===== src/hdl/olws_pkg.sv =====
package olws_pkg;

	typedef enum logic [1:0] {
		FUNC_PUSH      = 2'd0,
		FUNC_POP       = 2'd1,
		FUNC_FIND      = 2'd2,
		FUNC_REMOVE_AT = 2'd3
	} func_t;

	typedef enum logic [1:0] {
		ST_OK    = 2'd0,
		ST_FULL  = 2'd1,
		ST_EMPTY = 2'd2,
		ST_RANGE = 2'd3
	} status_t;

	// per-cell controls from the list control to one cell
	typedef struct packed {
		logic load_prev;  // take the neighbor toward the front (push)
		logic load_next;  // take the neighbor toward the back (close up)
		logic capture;    // register the compare against the key
	} cell_ctrl_t;

endpackage


===== src/hdl/olws_cell.sv =====
module olws_cell #(
	parameter int ITEM_WIDTH = 32
) (
	input  logic                   clk,
	input  logic                   arst_n,
	input  olws_pkg::cell_ctrl_t   ctrl,
	input  logic [ITEM_WIDTH-1:0]  prev_data,
	input  logic                   prev_valid,
	input  logic [ITEM_WIDTH-1:0]  next_data,
	input  logic                   next_valid,
	input  logic [ITEM_WIDTH-1:0]  key,
	output logic [ITEM_WIDTH-1:0]  data,
	output logic                   valid,
	output logic                   hit
);

	logic [ITEM_WIDTH-1:0] data_q;
	logic                  valid_q;
	logic                  hit_s1;

	// payload: no reset
	always_ff @(posedge clk) begin
		if (ctrl.load_prev) begin
			data_q <= prev_data;
		end else if (ctrl.load_next) begin
			data_q <= next_data;
		end
	end

	always_ff @(posedge clk or negedge arst_n) begin
		if (!arst_n) begin
			valid_q <= 1'b0;
			hit_s1  <= 1'b0;
		end else begin
			if (ctrl.load_prev) begin
				valid_q <= prev_valid;
			end else if (ctrl.load_next) begin
				valid_q <= next_valid;
			end
			// compare on the contents seen before this item's update
			if (ctrl.capture) begin
				hit_s1 <= valid_q && (data_q == key);
			end
		end
	end

	assign data  = data_q;
	assign valid = valid_q;
	assign hit   = hit_s1;

endmodule


===== src/hdl/ordered_list_with_search.sv =====
// Result: the start edge loads stage 1 (pending_s1 and the cells' hit row); stage 2 then registers
// the done strobe and the result, which stay on the ports for one cycle.
// Issue: busy holds off a new item while one is in stage 1, as the registered hit row of the
// cell chain feeding the first-hit encoder must be read before another compare overwrites it.
// Reset (arst_n low) empties the list and drops any item in flight; cell payloads are
// not cleared. The receiver cannot stall: each result shows for one cycle only.
module ordered_list_with_search #(
	parameter int CAPACITY   = 16,
	parameter int ITEM_WIDTH = 32
) (
	input  logic        clk,
	input  logic        arst_n,
	input  logic        start,
	output logic        busy,
	input  logic [1:0]  func,
	input  logic [31:0] value,
	input  logic [3:0]  position,
	output logic        done,
	output logic [1:0]  status,
	output logic        found,
	output logic [3:0]  found_position,
	output logic [31:0] front_item,
	output logic [4:0]  item_count
);

	localparam int CW = $clog2(CAPACITY + 1);
	localparam int IW = $clog2(CAPACITY);

	// chain wiring: index 0 is the front of the list
	olws_pkg::cell_ctrl_t  cell_ctrl [CAPACITY];
	logic [ITEM_WIDTH-1:0] cell_data [CAPACITY];
	logic [CAPACITY-1:0]   cell_valid;
	logic [CAPACITY-1:0]   cell_hit;

	logic [CW-1:0]         count_q;
	logic                  pending_s1;
	olws_pkg::func_t       func_s1;
	olws_pkg::status_t     status_s1;

	logic                  done_q;
	olws_pkg::status_t     status_q;
	logic                  found_q;
	logic [3:0]            found_pos_q;
	logic [31:0]           front_q;
	logic [4:0]            count_out_q;

	logic                  accept;
	logic [ITEM_WIDTH-1:0] key;
	olws_pkg::func_t       func_in;
	logic                  is_empty;
	logic                  push_ok;
	logic                  pop_ok;
	logic                  rem_ok;
	olws_pkg::status_t     status_d;
	logic                  any_hit;
	logic [IW-1:0]         first_hit;

	assign accept   = start && !busy;
	assign busy     = pending_s1;
	assign key      = ITEM_WIDTH'(value);
	assign func_in  = olws_pkg::func_t'(func);
	assign is_empty = (count_q == '0);

	// decide the outcome of the item from the count and, for remove-at, the position
	always_comb begin
		push_ok  = 1'b0;
		pop_ok   = 1'b0;
		rem_ok   = 1'b0;
		status_d = olws_pkg::ST_OK;
		unique case (func_in)
			olws_pkg::FUNC_PUSH: begin
				if (count_q == CW'(CAPACITY)) begin
					status_d = olws_pkg::ST_FULL;
				end else begin
					push_ok = 1'b1;
				end
			end
			olws_pkg::FUNC_POP: begin
				if (is_empty) begin
					status_d = olws_pkg::ST_EMPTY;
				end else begin
					pop_ok = 1'b1;
				end
			end
			olws_pkg::FUNC_FIND: begin
				status_d = olws_pkg::ST_OK;
			end
			olws_pkg::FUNC_REMOVE_AT: begin
				if (is_empty) begin
					status_d = olws_pkg::ST_EMPTY;
				end else if (32'(position) >= 32'(count_q)) begin
					status_d = olws_pkg::ST_RANGE;
				end else begin
					rem_ok = 1'b1;
				end
			end
			default: status_d = olws_pkg::ST_OK;
		endcase
	end

	// the row of cells: push shifts toward the back, removal closes up toward the front
	for (genvar i = 0; i < CAPACITY; i++) begin : g_cell
		logic [ITEM_WIDTH-1:0] prev_data;
		logic                  prev_valid;
		logic [ITEM_WIDTH-1:0] next_data;
		logic                  next_valid;

		if (i == 0) begin : g_front
			assign prev_data  = key;
			assign prev_valid = 1'b1;
		end else begin : g_mid
			assign prev_data  = cell_data[i-1];
			assign prev_valid = cell_valid[i-1];
		end

		if (i == CAPACITY - 1) begin : g_back
			assign next_data  = '0;
			assign next_valid = 1'b0;
		end else begin : g_inner
			assign next_data  = cell_data[i+1];
			assign next_valid = cell_valid[i+1];
		end

		assign cell_ctrl[i].load_prev = accept && push_ok;
		assign cell_ctrl[i].load_next = accept &&
			(pop_ok || (rem_ok && (32'(i) >= 32'(position))));
		assign cell_ctrl[i].capture   = accept;

		olws_cell #(
			.ITEM_WIDTH(ITEM_WIDTH)
		) u_cell (
			.clk       (clk),
			.arst_n    (arst_n),
			.ctrl      (cell_ctrl[i]),
			.prev_data (prev_data),
			.prev_valid(prev_valid),
			.next_data (next_data),
			.next_valid(next_valid),
			.key       (key),
			.data      (cell_data[i]),
			.valid     (cell_valid[i]),
			.hit       (cell_hit[i])
		);
	end

	// first registered hit wins: scan from the back so the lowest index stays
	always_comb begin
		first_hit = '0;
		for (int i = CAPACITY - 1; i >= 0; i--) begin
			if (cell_hit[i]) begin
				first_hit = IW'(i);
			end
		end
	end
	assign any_hit = |cell_hit;

	// stage 1: count update and the item's status; cells update in the same edge
	always_ff @(posedge clk or negedge arst_n) begin
		if (!arst_n) begin
			count_q    <= '0;
			pending_s1 <= 1'b0;
			func_s1    <= olws_pkg::FUNC_PUSH;
			status_s1  <= olws_pkg::ST_OK;
		end else begin
			pending_s1 <= accept;
			if (accept) begin
				func_s1   <= func_in;
				status_s1 <= status_d;
				if (push_ok) begin
					count_q <= count_q + CW'(1);
				end else if (pop_ok || rem_ok) begin
					count_q <= count_q - CW'(1);
				end
			end
		end
	end

	// stage 2: encode the hit and register the result with a one-cycle done strobe
	always_ff @(posedge clk or negedge arst_n) begin
		if (!arst_n) begin
			done_q <= 1'b0;
		end else begin
			done_q <= pending_s1;
		end
	end

	always_ff @(posedge clk) begin
		if (pending_s1) begin
			status_q    <= status_s1;
			found_q     <= (func_s1 == olws_pkg::FUNC_FIND) && any_hit;
			found_pos_q <= ((func_s1 == olws_pkg::FUNC_FIND) && any_hit) ?
				4'(first_hit) : 4'd0;
			front_q     <= cell_valid[0] ? 32'(cell_data[0]) : 32'd0;
			count_out_q <= 5'(count_q);
		end
	end

	assign done           = done_q;
	assign status         = status_q;
	assign found          = found_q;
	assign found_position = found_pos_q;
	assign front_item     = front_q;
	assign item_count     = count_out_q;

endmodule


===== config.mk =====
export PLATFORM = sky130hd
export DESIGN_NAME = ordered_list_with_search
export DESIGN_NICKNAME = d
export VERILOG_FILES = /design/src/hdl/olws_pkg.sv /design/src/hdl/olws_cell.sv /design/src/hdl/ordered_list_with_search.sv
export SDC_FILE = /design/constraint.sdc
export NUM_CORES = 1
export LEC_CHECK = 0
export BUFFER_PORTS_ARGS = -buffer_cell sky130_fd_sc_hd__clkbuf_2
export CORE_MARGIN = 2
export CORE_UTILIZATION = 44
export DETAILED_ROUTE_END_ITERATION = 12
export PLACE_DENSITY = 0.56
export SETUP_SLACK_MARGIN = 0.02
export SYNTH_ARGS = -nofsm -noshare
export SYNTH_HDL_FRONTEND = slang
export SYNTH_SLANG_ARGS = --single-unit
export TNS_END_PERCENT = 30

===== constraint.sdc =====
create_clock -name clk -period 15.3 [get_ports clk]
set_clock_uncertainty 0.2 [all_clocks]
set_input_delay 3.06 -clock clk [delete_from_list [all_inputs] [get_ports clk]]
set_output_delay 3.06 -clock clk [all_outputs]
set_load 0.02 [all_outputs]

==> results_dict.tcl, run 1 <==
set metrics [dict create \
    outcome "finished, final reports clean" \
    ys_ff_latch 599 \
    crit_type "in2reg" \
    via_per_inst 5.69 \
    multi_input_area_mm2 0.0129 \
    cp_slowest_cell "buf_4" \
    synth.cell_area_mm2 0.0313 \
    drt-total-wl_um 107000 \
    clk_path_buf_depth 3 \
    cts_root_buf "clkbuf_16" \
    io_buffers 86 \
    ir_drop_mv 0.0751 \
    clkTransAtPathRegs_ps 60 \
    layout_worst_path_cycle_share_pct 46.7 \
    insertion_delay_ps 610 \
    n_fill_cell 6530 \
    synth-main-ff-cell "edfxtp_1" \
    yosys_warnings 0 \
    drive_gt1_share_pct 7.79 \
    vias 24000 \
    slowest_delay_ps 960 \
    synth_top_cell_area_share_pct 53.3 \
    finalSetupViolCount 0 \
    dieArea_mm2 0.0734 \
    antenna_found_initial 0 \
    post-cts-setup-buffers 0 \
    grt_max_degree 222 \
    wire_per_inst_um 25.5 \
    htree_num_levels 3 \
    worst_pin_slew_ps 1200 \
    hold_buffers 0 \
    cts_made_buffers 68 \
    power_mw 4.45 \
    die_h_um 271 \
    die_width_um 271 \
    crit_top_cell "buf_4" \
    drc 0 \
    hold_viol_final 0 \
    synth_edf_count 556 \
    dp_hpwl_um 72400 \
    cap_violations 0 \
    hold_class "reg2reg" \
    worstPathMaxFanout 107 \
    synth_fp_nets 3251 \
    relSlewSlack_pct 19.8 \
    synthTopCellsByArea "edfxtp_1, nand2_1, xor2_1, xnor2_1, dfrtp_1" \
    fp.coreArea_mm2 0.0703 \
    async_flop_share_pct 7.18 \
    initial_core_util_pct 44.6 \
    synth_area_leader_cell "edfxtp_1" \
    io_pins 87 \
    critPathTopFamily "buffers and inverters" \
    cp-startpoint "func[1]" \
    rsz0062_at_grt "no" \
    p_per_area_mw_per_mm2 128 \
    slew_viol_final 0 \
    netlist-cell-type-count 53 \
    rows 97 \
    ant_nets 0 \
    regArea_mm2 0.0178 \
    tritoncts "yes" \
    period_needed_ps 7150 \
    syn-mean-instance-area_um2 9.79 \
    first_pass_iters 6 \
    crit_path_cell_trace "clkbuf_2 > or4b_4 > a21o_4 > buf_4 > buf_4 > buf_4 > nand2_1 > nand2_1 > mux2_2" \
    grt_pass1_vias 23100 \
    syn_to_final_growth_pct 11.2 \
    grt.overflow.total 0 \
    holdCritStartpoint "status_s1[1]" \
    required_ps 15640 \
    r2r_start "count_q[0]" \
    fmax_mhz 140 \
    grt_use_total_pct 28.9 \
    arrival_ps 7490 \
    cts-resized-gates 0 \
    critPathBufInv 4 \
    fin_setup_tns_ps 0 \
    fin_nets 3269 \
    worst_setup_path_end_kind "flip-flop" \
    worst_setup_path_start_kind "primary input" \
    netlist_instances 3202 \
    gp_congestion 0.916 \
    drt_iter0_markers 3810 \
    n_antenna_cell 0 \
    grt_pass1_wl_um 155000 \
    clock_sinks 599 \
    ys_seq_area_share_pct 56.7 \
    p_leak_nw 14.3 \
]
[cells in the mapped netlist (4+ instances only)]
cell type / count
nand2_1: 1485
edfxtp_1: 556
xor2_1: 358
clkbuf_1: 174
xnor2_1: 159
nor4_1: 96
and2_1: 66
nand4_1: 65
dfrtp_1: 43
inv_1: 22
nor2_1: 16
a21oi_1: 15
nor3_1: 15
a22o_1: 13
buf_2: 13
mux2_2: 9
o21ai_0: 8
ha_1: 7
a21o_1: 6
o22ai_1: 6
or4_1: 6
a32oi_1: 4
mux2i_1: 4
nand2b_1: 4
nand3_1: 4
[per-layer routing]
metal  routed length [um]  vias up  part of all wire (%)  GRT usage, %
met5                    0        -                     0             0
met3                13100      231                    12          8.16
met4                 3720        0                   3.5          9.49
met1                45600    11700                    42          41.9
met2                45000     1432                    42          41.3
li1                     -    10600                     -             -
[through the flow]
stage / cells / hold WS, ps / util [%] / area (um2) / worst slack (ps)
finish: 4213 / 252 / 49.6 / 34900 / 8150
global route: 4213 / 262 / 49.6 / 34900 / 7960
CTS: 4213 / 253 / 49.6 / 34900 / 8300
detailed placement: 4090 / 239 / 46.6 / 32700 / 7670
global placement: 4090 / 231 / 46.6 / 32700 / 7760
floorplan: 3202 / 223 / - / 31300 / 7680
[final timing paths]
path                       depth (start not counted)                      to  slack, ps
max                                                9  g_cell[4].u_cell.valid       8150
min                                                0               status[1]        250
max reg2reg                                        8  g_cell[4].u_cell.valid       9540
min reg2reg                                        0               status[1]        250
max in group asynchronous                          2                    busy      12010
min in group asynchronous                          2                    done       2400
[registers in the layout, indices dropped and copies added (netlist names), 2 cells and up]
register and flops:
count_q 5, found_position 4, front_item 32, func_s1 2
g_cell.u_cell.data 512, g_cell.u_cell.hit 16, g_cell.u_cell.valid 16, item_count 5
status 2, status_s1 2
[cell type report]
type	instances	share of cell area, %
well taps	940	3.37
multi-input cells	2391	36.9
repair buffers	138	2.43
clock inverters	28	0.585
clock buffers	95	5.47
inverters	22	0.237
flip-flops and latches	599	51.0
[power by group]
group          total [mW]  leakage (nW)  switching [mW]  internal (mW)
Clock                1.58          1.03           0.678          0.905
Sequential           2.21          5.75           0.203           2.01
Combinational       0.656          7.49           0.427          0.229
Total                4.45          14.3            1.31           3.15
[placed cells by master, fill, tap and decap left out, types with 3 or more instances in the layout]
cell       count
clkbuf_1      20
nor2b_1        3
nor4_1        96
buf_4         50
clkinv_1      15
nand3_1        4
or4_1          6
edfxtp_1     556
a21o_1         5
o22ai_1        6
dfrtp_1       42
o21ai_0        8
xor2_1       358
mux2_1         3
nor2_1        16
clkbuf_8       4
nand4_1       65
nor3_1        15
xnor2_1      159
nand2_1     1485
and3_1         3
a22o_1        13
a21oi_4        3
mux2i_1        4
a21oi_1       12
inv_1         22
clkbuf_16     71
mux2_2         9
a221oi_4       3
and2_1        66
clkbuf_2      86
nand2b_1       4
ha_1           7
clkinv_2       6
[cells by family after synthesis]
| group | after synthesis | share of synthesized area (%) |
|---|---|---|
| xor+xnor | 517 | 14.4 |
| flops | 599 | 56.7 |
| buf+inv | 212 | 2.64 |
| compound gates | 77 | 1.86 |
| fa+ha+maj | 8 | 0.343 |
| mux | 16 | 0.559 |
| simple gates | 1773 | 23.5 |
Power figures use the tool's default switching activity.
==> run 2: changes to the inputs <==
clock period = 7.5 ns   (was 15.3 ns; I/O delays follow)
==> results_dict.tcl, run 2 (same netlist as run 1, synthesis figures left out) <==
set metrics [dict create \
    outcome "finished, final reports clean" \
    crit_path_cell_trace "clkbuf_2 > or4b_4 > a21o_4 > buf_4 > a21o_1 > inv_1 > buf_4" \
    layout.cells.non_filler 4213 \
    dieArea_mm2 0.0734 \
    die_width_um 271 \
    slowest_delay_ps 630 \
    syn_to_final_growth_pct 11.6 \
    relSlewSlack_pct 24.2 \
    initial_core_util_pct 44.6 \
    grt_pass1_vias 22600 \
    insertion_delay_ps 590 \
    critPathTopFamily "buffers and inverters" \
    fin_nets 3274 \
    io_buffers 86 \
    final_cell_mix "nand2_1, edfxtp_1, xor2_1" \
    cts_root_buf "clkbuf_16" \
    period_needed_ps 4190 \
    holdWs_ps 254 \
    fp.coreArea_mm2 0.0703 \
    gp_congestion 0.909 \
    htree_num_levels 3 \
    cap_violations 0 \
    slew_viol_final 0 \
    tritoncts "yes" \
    finalInstanceArea_mm2 0.0350 \
    antenna_found_initial 1 \
    worstPathMaxFanout 51 \
    crit_top_cell "buf_4" \
    hold_class "reg2reg" \
    ir_drop_mv 0.146 \
    n_antenna_cell 0 \
    fin_setup_tns_ps 0 \
    final_util_pct 49.8 \
    p_leak_nw 14.3 \
    die_h_um 271 \
    power_mw 9.15 \
    required_ps 7590 \
    first_pass_iters 6 \
    worst_setup_path_end_kind "flip-flop" \
    rsz0062_at_grt "no" \
    via_per_inst 5.68 \
    worst_setup_path_start_kind "primary input" \
    hold_viol_final 0 \
    largest_register_ffs 512 \
    rows 97 \
    io_pins 87 \
    ant_nets 0 \
    arrival_ps 4290 \
    clkTransAtPathRegs_ps 60 \
    finalSetupViolCount 0 \
    grt_use_total_pct 28.6 \
    pre_cts_ws_ps 2710 \
    drt_iter0_markers 3324 \
    drive_gt1_share_pct 8.10 \
    worst_pin_slew_ps 1140 \
    clk_path_buf_depth 3 \
    drt-total-wl_um 106000 \
    n_fill_cell 6499 \
    critPathBufInv 4 \
    grt_max_degree 238 \
    crit_type "in2reg" \
    post-cts-setup-buffers 0 \
    dp_cells 4095 \
    fin_ws_ps 3310 \
    cp_slowest_cell "or4b_4" \
    dp_hpwl_um 72600 \
    drc 0 \
    grt.overflow.total 0 \
    fmax_mhz 238 \
    final_common_cell "nand2_1" \
    wire_per_inst_um 25.2 \
    p_per_area_mw_per_mm2 262 \
    clock_sinks 599 \
    cts-resized-gates 0 \
    cts_made_buffers 68 \
    hold_buffers 0 \
    grt_pass1_wl_um 154000 \
    layout_worst_path_cycle_share_pct 55.9 \
    vias 23900 \
    placement.cell_area_mm2 0.0328 \
]
run 2: cell types whose count changed in the layout (fill, tap and decap cells not counted):
cell / before / now
buf_12: 2 / 3
buf_4: 50 / 54
bufinv_16: 2 / 4
clkbuf_1: 20 / 17
clkbuf_16: 71 / 73
clkbuf_8: 4 / 6
clkinv_1: 15 / 8
clkinv_2: 6 / 10
clkinv_8: 2 / 0
clkinvlp_4: 1 / 0
inv_6: 2 / 0
run 2: power by group:
part | switching, mW | leakage [nW] | internal, mW
combinational | 0.853 | 7.52 | 0.470
clock | 1.35 | 1.07 | 1.96
sequential | 0.419 | 5.75 | 4.10
total | 2.62 | 14.3 | 6.53
run 2: routing by layer:
layer	up-vias	track usage [%]	wire length (um)
met5	-	0	18
met4	2	9.03	3340
met3	194	4.94	11700
met2	1425	41.1	45100
met1	11700	43.5	46100
li1	10600	-	-
run 2: worst register-to-register path, delay by kind of cell (launching register included):
family,cells,cell delay (ps)
buf+inv,3,1990
simple gates,3,680
compound gates,1,510
flops,1,330
run 2: path summary, 6_finish.rpt:
path / startpoint / to / slack (ps) / cells past startpoint
max: func[1] / g_cell[11].u_cell.data[5] / 3310 / 7
min: status_s1[1] / status[1] / 250 / 0
max reg2reg: busy / g_cell[10].u_cell.data[2] / 3650 / 7
min reg2reg: status_s1[1] / status[1] / 250 / 0
max in group asynchronous: arst_n / busy / 5760 / 2
min in group asynchronous: arst_n / done / 830 / 2
run 2: layout make-up:
type,count,area [um2],area share (%)
repair buffers,143,896,2.56
inverters,22,82.6,0.236
multi-input cells,2391,12900,36.8
well taps,940,1180,3.36
flip-flops and latches,599,17800,50.8
clock buffers,96,1970,5.64
clock inverters,22,200,0.573
